## src/qmn_pkg.sv

```systemverilog
// qmn_pkg: shared constants, term tables and types for the normalized quaternion product.
// Used by qmn_front, qmn_queue, qmn_back and quaternion_multiply_normalize.
`default_nettype none
package qmn_pkg;

   localparam int COMPONENT_WIDTH_DEF = 32;
   localparam int FRACTION_BITS_DEF   = 30;

   // magnitude width after normalizing the product
   localparam int NORM_BITS  = 30;
   localparam int SQRT_WIDTH = 2 * NORM_BITS + 2;
   localparam int ROOT_STEPS = NORM_BITS + 1;

   localparam int QUEUE_DEPTH = 8;
   localparam int PTR_WIDTH   = 3;

   localparam int NUM_TERMS = 16;

   // Hamilton product: term 4*k+t of component k multiplies these two inputs
   // (0..3 = q scalar,x,y,z ; 4..7 = p scalar,x,y,z)
   localparam logic [2:0] TERM_LEFT [NUM_TERMS] = '{
      3'd0, 3'd1, 3'd2, 3'd3,
      3'd0, 3'd4, 3'd2, 3'd3,
      3'd0, 3'd4, 3'd3, 3'd1,
      3'd0, 3'd4, 3'd1, 3'd2
   };
   localparam logic [2:0] TERM_RIGHT [NUM_TERMS] = '{
      3'd4, 3'd5, 3'd6, 3'd7,
      3'd5, 3'd1, 3'd7, 3'd6,
      3'd6, 3'd2, 3'd5, 3'd7,
      3'd7, 3'd3, 3'd6, 3'd5
   };
   // bit n set: term n is subtracted
   localparam logic [NUM_TERMS-1:0] TERM_SUB = 16'b1000_1000_1000_1110;

   // queue handshake from the top level
   typedef struct packed {
      logic reserve;
      logic push;
      logic pop;
   } queue_ctrl_type;

   typedef struct packed {
      logic empty;
      logic room;
   } queue_status_type;

   // normalized magnitudes with their result signs
   typedef struct packed {
      logic [3:0][NORM_BITS-1:0] m;
      logic [3:0]                neg;
      logic                      zero;
   } norm_item_type;

endpackage
`default_nettype wire

```

## src/qmn_queue.sv

```systemverilog
// qmn_queue: short word queue between front and back, with a reservation count
// that covers words still in the front pipe. Depends on qmn_pkg.
`default_nettype none
module qmn_queue #(
   parameter int WIDTH = 8
) (
   input  wire logic                        clock,
   input  wire logic                        reset,
   input  wire qmn_pkg::queue_ctrl_type     ctrl,
   input  wire logic [WIDTH-1:0]            push_data,
   output logic [WIDTH-1:0]                 pop_data,
   output qmn_pkg::queue_status_type        status
);
   import qmn_pkg::*;

   logic [WIDTH-1:0]     mem_ff [QUEUE_DEPTH];
   logic [PTR_WIDTH-1:0] wr_ptr_ff, rd_ptr_ff;
   logic [PTR_WIDTH:0]   fill_ff, fill_in;
   logic [PTR_WIDTH:0]   resv_ff, resv_in;

   always_comb begin
      fill_in = fill_ff + (PTR_WIDTH+1)'(ctrl.push) - (PTR_WIDTH+1)'(ctrl.pop);
      resv_in = resv_ff + (PTR_WIDTH+1)'(ctrl.reserve) - (PTR_WIDTH+1)'(ctrl.pop);
   end

   // pointers and counts
   always_ff @(posedge clock) begin
      if (reset) begin
         wr_ptr_ff <= '0;
         rd_ptr_ff <= '0;
         fill_ff   <= '0;
         resv_ff   <= '0;
      end else begin
         if (ctrl.push) wr_ptr_ff <= wr_ptr_ff + 1'b1;
         if (ctrl.pop)  rd_ptr_ff <= rd_ptr_ff + 1'b1;
         fill_ff <= fill_in;
         resv_ff <= resv_in;
      end
   end

   // storage
   always_ff @(posedge clock) begin
      if (ctrl.push) mem_ff[wr_ptr_ff] <= push_data;
   end

   assign pop_data     = mem_ff[rd_ptr_ff];
   assign status.empty = (fill_ff == '0);
   assign status.room  = (resv_ff < (PTR_WIDTH+1)'(QUEUE_DEPTH));

`ifndef SYNTH
   a_no_overflow: assert property (@(posedge clock) disable iff (reset)
      !(ctrl.push && !ctrl.pop && fill_ff == (PTR_WIDTH+1)'(QUEUE_DEPTH)))
      else $error("queue written while full");
   a_no_underflow: assert property (@(posedge clock) disable iff (reset)
      !(ctrl.pop && fill_ff == '0))
      else $error("queue read while empty");
   a_fill_covered: assert property (@(posedge clock) disable iff (reset)
      fill_ff <= resv_ff)
      else $error("queue fill exceeds reservations");
`endif

endmodule
`default_nettype wire

```

## config.mk

```make
export PLATFORM = sky130hd
export DESIGN_NAME = qmn_queue
export DESIGN_NICKNAME = d
export VERILOG_FILES = /design/src/qmn_pkg.sv /design/src/qmn_queue.sv
export SDC_FILE = /design/constraint.sdc
export NUM_CORES = 1
export LEC_CHECK = 0
export BUFFER_PORTS_ARGS = -buffer_cell sky130_fd_sc_hd__buf_2
export CAP_MARGIN = 20
export CORE_MARGIN = 2
export CORE_UTILIZATION = 35
export CTS_BUF_LIST = sky130_fd_sc_hd__clkbuf_4
export CTS_CLUSTER_SIZE = 8
export DETAILED_ROUTE_END_ITERATION = 6
export MAX_ROUTING_LAYER = met4
export PLACE_DENSITY_LB_ADDON = 0.3
export SYNTH_ARGS = -nofsm -noshare
export SYNTH_HDL_FRONTEND = slang
export SYNTH_SLANG_ARGS = --single-unit
```

## constraint.sdc

```tcl
create_clock -name clock -period 2.79 [get_ports clock]
set_input_delay 0.558 -clock clock [delete_from_list [all_inputs] [get_ports clock]]
set_output_delay 0.558 -clock clock [all_outputs]
set_load 0.01 [all_outputs]
```

==> results of run 1 <==
==> kinds of logic after synthesis <==
| kind of cell | after synthesis | synth area share |
|---|---|---|
| xor+xnor | 7 | 0.0185 |
| flops | 81 | 0.683 |
| compound gates | 6 | 0.0109 |
| buf+inv | 19 | 0.0291 |
| simple gates | 34 | 0.0464 |
| mux | 26 | 0.159 |
| fa+ha+maj | 13 | 0.0536 |
==> per-layer routing <==
| layer | wire (um) | part of all wire | vias up |
|---|---|---|---|
| li1 | - | - | 783 |
| met5 | 0 | 0 | - |
| met2 | 2620 | 0.49 | 29 |
| met1 | 2450 | 0.45 | 804 |
| met4 | 75 | 0.014 | 0 |
| met3 | 239 | 0.044 | 8 |
==> cells in the mapped netlist <==
master	number	share of area
buf_2	1	0.0015
xnor2_1	4	0.011
buf_6	1	0.0034
nand2b_1	4	0.0075
a21o_1	1	0.0023
edfxtp_1	64	0.58
a31o_2	1	0.0026
nor2_1	17	0.019
mux4_1	15	0.12
ha_1	11	0.042
mux2i_1	2	0.0060
inv_1	13	0.015
nand2_1	4	0.0045
dfxtp_1	17	0.10
fa_1	2	0.012
mux4_2	1	0.0068
and3_1	1	0.0019
nand3_1	3	0.0045
nor2b_1	3	0.0057
nor3_1	2	0.0030
clkbuf_1	2	0.0023
mux2_2	8	0.027
buf_1	1	0.0011
buf_12	1	0.0060
a21oi_1	4	0.0060
xor2_1	3	0.0079
==> power by group through the flow <==
stage	clock (uW)	combinational, uW	sequential (uW)
global route	772	476	1420
CTS	730	425	1410
floorplan	0	319	1420
global placement	0	411	1430
detailed placement	0	425	1440
finish	698	414	1410
==> final cells by class <==
type	instances	area, um^2
clock inverter	7	77.6
timing repair buffer	33	193
sequential	81	2260
multi-input combinational	86	956
clock buffer	9	67.6
inverter	13	48.8
fill	862	5450
tap	111	139
==> through the flow <==
step / power, uW / hold WS [ps] / cell area [um^2] / setup slack (ps) / std cells
floorplan: 1740 / 485 / 3310 / 851 / 186
global placement: 1850 / 512 / 3600 / 649 / 324
detailed placement: 1860 / 521 / 3600 / 638 / 324
CTS: 2570 / 362 / 3740 / 139 / 340
global route: 2670 / 366 / 3740 / 54.4 / 340
finish: 2520 / 394 / 3740 / 193 / 340
==> registers in the layout, summed over array words and instances, names as in the netlist, named ones only <==
register / flops
fill_ff: 4
wr_ptr_ff: 3
resv_ff: 4
mem_ff: 64
rd_ptr_ff: 3
==> worst min path at each step <==
| stage | startpoint | end | slack, ps | cells after the start |
|---|---|---|---|---|
| after detailed placement | rd_ptr_ff[2] | flip-flop | 520 | 2 |
| after floorplan | rd_ptr_ff[2] | flip-flop | 480 | 2 |
| after global placement | rd_ptr_ff[2] | rd_ptr_ff[2] | 510 | 2 |
| final | push_data[5] | mem_ff[7][5] | 390 | 1 |
| after CTS | push_data[5] | mem_ff[7][5] | 360 | 1 |
| after global routing | push_data[5] | mem_ff[7][5] | 370 | 1 |
==> results.yml, run 1 <==
outcome:
  status: "complete, no violations"
clock_network:
  cts_max_level: 3
  cts_setup_buffers: 0
  cts.sinks: 81
  cts_tree: "built"
  clock_latency_ps: 430
  cts.clk_slew.worst_paths_ps: 140
  clockBufferDepth: 2
  cts_resized: 0
  root_buffer: "clkbuf_4"
  cts_buffers: 9
  cts_hold_buf: 0
timing:
  maxSlewViolCount: 0
  setup_viol: 0
  final_hold_viol_count: 0
  fmax_mhz: 385
  fin_crit_ps: 2600
  fin_worst_skew_ps: 18.6
  rsz0062_at_grt: "no"
  period_share: 0.931
  slew_headroom: 0.655
  setup_tns_ps: 0
  tightest_slew_ps: 517
synth:
  syn_nets: 212
  ys_warn_count: 0
  synthCells: 186
  avgSynthCellArea_um2: 17.8
  yosys.cell_types.count: 26
  syn_area_um2: 3310
  ys_ff_latch: 81
  synth-seq-area-share: 0.683
setup_path:
  crit_type: "flip-flop to primary output"
  arrival_ps: 2040
  max_stage_delay_ps: 600
  cp_slowest_cell: "mux4_1"
  cp_top_family: "multiplexers"
  worstPathCellList: "buf_4, mux4_1, mux2_2, buf_2"
  cp-start-kind: "flip-flop"
  required_ps: 2230
  crit_fanout: 16
  critPathCaptureType: "primary output"
  worst-path-buf-inv: 2
  r2r_slack_ps: 1210
  cp.depth: 4
  reg2reg_from: "fill_ff[0]"
  timing.critical_path.to: "pop_data[2]"
  rr_worst_depth: 8
  r2r-end: "fill_ff[2]"
drt:
  avgViaCountPerCell: 4.78
  wirelength_mm: 5.38
  drt_drc_violations_left: 0
  firstDrtPassIters: 4
  drt-initial-drc-count: 44
  vias: 1624
  ant_nets: 0
  wl_per_cell_um: 15.8
layout:
  drive_gt1_frac: 0.253
  fin_util: 0.407
  diodes: 0
  final_common_cell: "edfxtp_1"
  layout_common_cells: "edfxtp_1 (64), buf_2 (22), nor2_1 (17), dfxtp_1 (17), mux4_1 (15)"
  final_nets: 250
  syn_to_final_growth_pct: 12.9
global_routing:
  grt_use_met1: 0.141
  use_met3: 0.0428
  gr-usage-met2: 0.186
  grtUsageTotal: 0.118
  gr-max-usage-layer: "met2"
  grt_pass1_wl_mm: 8.40
  grt_max_degree: 17
  grt.overflow.total: 0
  antenna_found_initial: 0
  grt_pass1_vias: 1608
pwr:
  p_seq_frac: 0.559
  pwr-share-comb: 0.164
  p_sw_frac: 0.260
  p_int_uw: 1860
  p_leak_uw: 0.00134
  ir_drop_v: 0.000409
  power_frac_clock: 0.277
  pwr_density_cell_nw_per_um2: 673
  p_sw_uw: 656
floorplanning:
  coreArea_um2: 9200
  start_util: 0.360
  rows: 35
  die_w_um: 101
  die_h_um: 101
  die-area_um2: 10300
  ios: 23
worst_hold_path:
  hold_path_class: "primary input to flip-flop"
run:
  cap_violations: 0
placed_design:
  io_buffers: 22
  gp_congestion: 0.673
  dp_hpwl_mm: 3.41
Note: power is estimated with default switching activity, not from simulation.
==> run 2, diff against run 1 <==
Settings changed: BUFFER_PORTS_ARGS -buffer_cell sky130_fd_sc_hd__buf_2 to -buffer_cell sky130_fd_sc_hd__buf_4, PLACE_DENSITY_LB_ADDON 0.3 to not set.
==> run 2 against run 1 <==
Against the previous run: worst setup slack got worse by 16 ps; global-route usage rose by 0.43 points; clock power fell by 14%; largest power group unchanged; maximum frequency fell by 0.60%; cell count did not move; via count did not move; combinational power rose by 5.6%; total power fell by 3.1%; sequential share of layout area fell by 0.44 points; flip-flop and latch count did not move; count of clock-buffer cells in the layout rose by 1.
==> results.yml, run 2 (synthesis results as in run 1) <==
timing:
  maxSlewViolCount: 0
  fin_crit_ps: 2610
  tightest_slew_ps: 495
  setup_ws_ps: 177
  period_share: 0.937
  setup_viol: 0
  slew_headroom: 0.670
  final_hold_viol_count: 0
  fmax_mhz: 383
  rsz0062_at_grt: "no"
  fin_worst_skew_ps: 20.0
  setup_tns_ps: 0
setup_path:
  cp-start-kind: "flip-flop"
  reg2reg_from: "fill_ff[0]"
  cpMostUsedCell: "buf_4"
  max_stage_delay_ps: 600
  crit_fanout: 16
  worst-path-buf-inv: 2
  worstPathCellList: "buf_4, mux4_1, mux2_2, buf_4"
  cp_top_family: "multiplexers"
  required_ps: 2230
  arrival_ps: 2060
  crit_type: "flip-flop to primary output"
  r2r-end: "fill_ff[2]"
  timing.critical_path.to: "pop_data[2]"
  critPathCaptureType: "primary output"
  cp.depth: 4
  r2r_slack_ps: 1240
  rr_worst_depth: 8
  cp_slowest_cell: "mux4_1"
global_routing:
  grt.overflow.total: 0
  grt_max_degree: 17
  grt_pass1_wl_mm: 8.67
  antenna_found_initial: 0
  grtUsageTotal: 0.122
  grt_pass1_vias: 1653
floorplanning:
  coreArea_um2: 9200
  die_w_um: 101
  start_util: 0.360
  ios: 23
  die_h_um: 101
  die-area_um2: 10300
  rows: 35
layout:
  syn_to_final_growth_pct: 13.8
  largest_register_ffs: 64
  reg_top3: "mem_ff x64, fill_ff x4, resv_ff x4"
  final_common_cell: "edfxtp_1"
  regMostFlops: "mem_ff"
  layout_common_cells: "edfxtp_1 (64), buf_4 (33), nor2_1 (17), dfxtp_1 (17), mux4_1 (15)"
  drive_gt1_frac: 0.253
  diodes: 0
  final_nets: 250
clock_network:
  cts_hold_buf: 0
  clock_latency_ps: 430
  cts_max_level: 3
  root_buffer: "clkbuf_4"
  cts_tree: "built"
  cts.sinks: 81
  cts_buffers: 9
  cts.clk_slew.worst_paths_ps: 140
  cts_setup_buffers: 0
  cts_resized: 0
  clockBufferDepth: 2
pwr:
  pwr_density_cell_nw_per_um2: 648
  power_uw: 2440
  p_leak_uw: 0.00135
  ir_drop_v: 0.000324
placed_design:
  dp_slack_ps: 618
  dp_hpwl_mm: 3.38
  gp_congestion: 0.710
  io_buffers: 22
drt:
  wl_per_cell_um: 15.9
  avgViaCountPerCell: 4.78
  vias: 1624
  firstDrtPassIters: 4
  ant_nets: 0
  wirelength_mm: 5.40
  drt_drc_violations_left: 0
  drt-initial-drc-count: 42
worst_hold_path:
  whs_path_depth: 1
  hold_path_class: "primary input to flip-flop"
run:
  cap_violations: 0
outcome:
  status: "complete, no violations"
## run 2: cell count changes in the layout (fill, tap and decap cells not counted), sizes merged
cell	before	now
inv	16	14
clkinvlp	2	1
clkinv	1	4
bufinv	1	0
clkbuf	9	10
## run 2: area by class of cell
type                            instances  area, um^2
Multi-Input combinational cell         86         956
Clock buffer                           10        75.1
Timing Repair Buffer                   33         248
Tap cell                              111         139
Clock inverter                          6        42.5
Fill cell                             846        5430
Sequential cell                        81        2260
Inverter                               13        48.8
## run 2: power by group
part / internal, uW / switching [uW]
sequential: 1370 / 35.9
clock: 195 / 403
combinational: 231 / 206
## run 2: worst reg2reg max path: stages (launching register included)
cell	delay, ps
dfxtp_1	320
inv_1	40
ha_1	260
inv_1	50
ha_1	160
inv_1	60
fa_1	380
xor2_1	140
nor2_1	50
## run 2: per-stage QoR
stage               area (um^2)  cells   util  hold WS, ps
floorplan                  3310    186      -          485
global placement           3650    324  0.397          505
detailed placement         3650    324  0.397          520
CTS                        3770    340  0.410          328
global route               3770    340  0.410          305
finish                     3770    340  0.410          351
## run 2: how the worst min path moves through the flow
stage	from	endpoint	slack, ps
2_1_floorplan	rd_ptr_ff[2]	flip-flop	480
3_3_place_gp	rd_ptr_ff[2]	flip-flop	510
3_5_place_dp	rd_ptr_ff[2]	flip-flop	520
4_1_cts	push_data[5]	mem_ff[4][5]	330
5_1_grt	push_data[7]	mem_ff[7][7]	310
6_report	push_data[7]	mem_ff[5][7]	350
## run 2: routing by layer
metal  share of wire  GRT usage  up-vias
met2            0.45      0.174       42
met4          0.0089     0.0374        0
li1                -          -      787
met5               0          -        -
met3           0.051     0.0455        6
met1            0.49      0.163      789
==> run 3, diff against run 2 <==
Settings changed: CELL_PAD_IN_SITES_DETAIL_PLACEMENT set to 0, CELL_PAD_IN_SITES_GLOBAL_PLACEMENT set to 2, PLACE_DENSITY_LB_ADDON set to 0.1, TNS_END_PERCENT set to 50.
==> run 3 against run 2 <==
Against the previous run: count of clock-buffer cells in the layout rose by 1; critical endpoint is now pop_data[3]; largest power group unchanged; worst setup slack improved by 41 ps; sequential power barely moved; combinational power barely moved; core utilization rose by 0.12 points; maximum frequency rose by 1.6%.
==> results.yml, run 3 (synthesis results as in run 1) <==
clock_network:
  cts.sinks: 81
  cts_buffers: 9
  root_buffer: "clkbuf_4"
  clock_latency_ps: 410
  cts_tree: "built"
  clockBufferDepth: 2
  cts_resized: 0
  cts_hold_buf: 0
  cts_setup_buffers: 0
  cts_max_level: 3
  cts.clk_slew.worst_paths_ps: 140
timing:
  rsz0062_at_grt: "no"
  setup_viol: 0
  fin_crit_ps: 2570
  maxSlewViolCount: 0
  period_share: 0.922
  fmax_mhz: 389
  slew_headroom: 0.668
  final_hold_viol_count: 0
  fin_worst_skew_ps: 20.6
  tightest_slew_ps: 497
  setup_tns_ps: 0
pwr:
  ir_drop_v: 0.000262
  pwr_density_cell_nw_per_um2: 669
  power_uw: 2530
  p_leak_uw: 0.00135
placed_design:
  io_buffers: 22
  dpl.cell_count: 323
  dp_hpwl_mm: 3.79
  gp_congestion: 0.737
layout:
  instances_no_fill: 338
  diodes: 0
  regMostFlops: "mem_ff"
  drive_gt1_frac: 0.251
  layout_common_cells: "edfxtp_1 (64), buf_4 (32), nor2_1 (17), dfxtp_1 (17), mux4_1 (15)"
  final_nets: 249
  largest_register_ffs: 64
  syn_to_final_growth_pct: 14.1
  final_common_cell: "edfxtp_1"
  reg_top3: "mem_ff x64, fill_ff x4, resv_ff x4"
setup_path:
  r2r-end: "fill_ff[2]"
  rr_worst_depth: 8
  crit_fanout: 16
  crit_type: "flip-flop to primary output"
  arrival_ps: 2010
  reg2reg_from: "fill_ff[0]"
  critPathCaptureType: "primary output"
  required_ps: 2230
  r2r_slack_ps: 1230
  cp-start-kind: "flip-flop"
  timing.critical_path.to: "pop_data[3]"
floorplanning:
  start_util: 0.360
  die_w_um: 101
  ios: 23
  die_h_um: 101
  die-area_um2: 10300
  coreArea_um2: 9200
  rows: 35
global_routing:
  grtUsageTotal: 0.131
  grt_pass1_wl_mm: 9.16
  antenna_found_initial: 0
  grt_max_degree: 17
  grt.overflow.total: 0
  grt_pass1_vias: 1693
drt:
  firstDrtPassIters: 4
  drt-initial-drc-count: 72
  wl_per_cell_um: 17.5
  vias: 1625
  drt_drc_violations_left: 0
  avgViaCountPerCell: 4.81
  ant_nets: 0
  wirelength_mm: 5.92
worst_hold_path:
  worstHoldStart: "push_data[0]"
  hold_path_class: "primary input to flip-flop"
outcome:
  status: "complete, no violations"
run:
  cap_violations: 0
## run 3: cell count changes in the layout (fill, tap and decap cells not counted)
cell        change
clkinv_4        -2
buf_4           -1
bufinv_16       +1
clkbuf_4        +1
clkinv_1        -1
clkinv_2        -1
clkinvlp_4      +1
## run 3: layout make-up
type / instances / area, um^2
tap: 111 / 139
multi-input combinational: 86 / 956
clock inverter: 4 / 53.8
clock buffer: 11 / 82.6
timing repair buffer: 32 / 240
fill: 845 / 5410
sequential: 81 / 2260
inverter: 13 / 48.8
## run 3: metrics by stage
stage / setup WS, ps / utilization / hold slack (ps) / instance area [um^2]
floorplan: 851 / - / 485 / 3310
global placement: 651 / 0.396 / 502 / 3650
detailed placement: 633 / 0.396 / 519 / 3650
CTS: 165 / 0.411 / 343 / 3780
global route: 89.1 / 0.411 / 330 / 3780
finish: 218 / 0.411 / 369 / 3780
## run 3: routing by layer
| metal | up-vias | track usage | share of wire |
|---|---|---|---|
| li1 | 787 | - | - |
| met1 | 802 | 0.168 | 0.47 |
| met2 | 32 | 0.200 | 0.48 |
| met3 | 4 | 0.0352 | 0.041 |
| met4 | 0 | 0.0530 | 0.0074 |
| met5 | - | - | 0 |
## run 3: worst min-delay path by stage
| stage | end | slack [ps] | depth (start not counted) |
|---|---|---|---|
| after floorplan | flip-flop | 480 | 2 |
| after global placement | flip-flop | 500 | 2 |
| after detailed placement | flip-flop | 520 | 2 |
| after CTS | mem_ff[5][4] | 340 | 1 |
| after global routing | mem_ff[1][3] | 330 | 1 |
| final | mem_ff[5][0] | 370 | 1 |
## run 3: critical path: stages, from the launching register on
cell and delay (ps):
dfxtp_1 320, buf_4 280, mux4_1 590, mux2_2 290, buf_4 150
## run 3: power by group
group | switching [uW] | internal, uW | total (uW)
Clock | 390 | 292 | 682
Sequential | 37.2 | 1370 | 1410
Combinational | 210 | 230 | 440
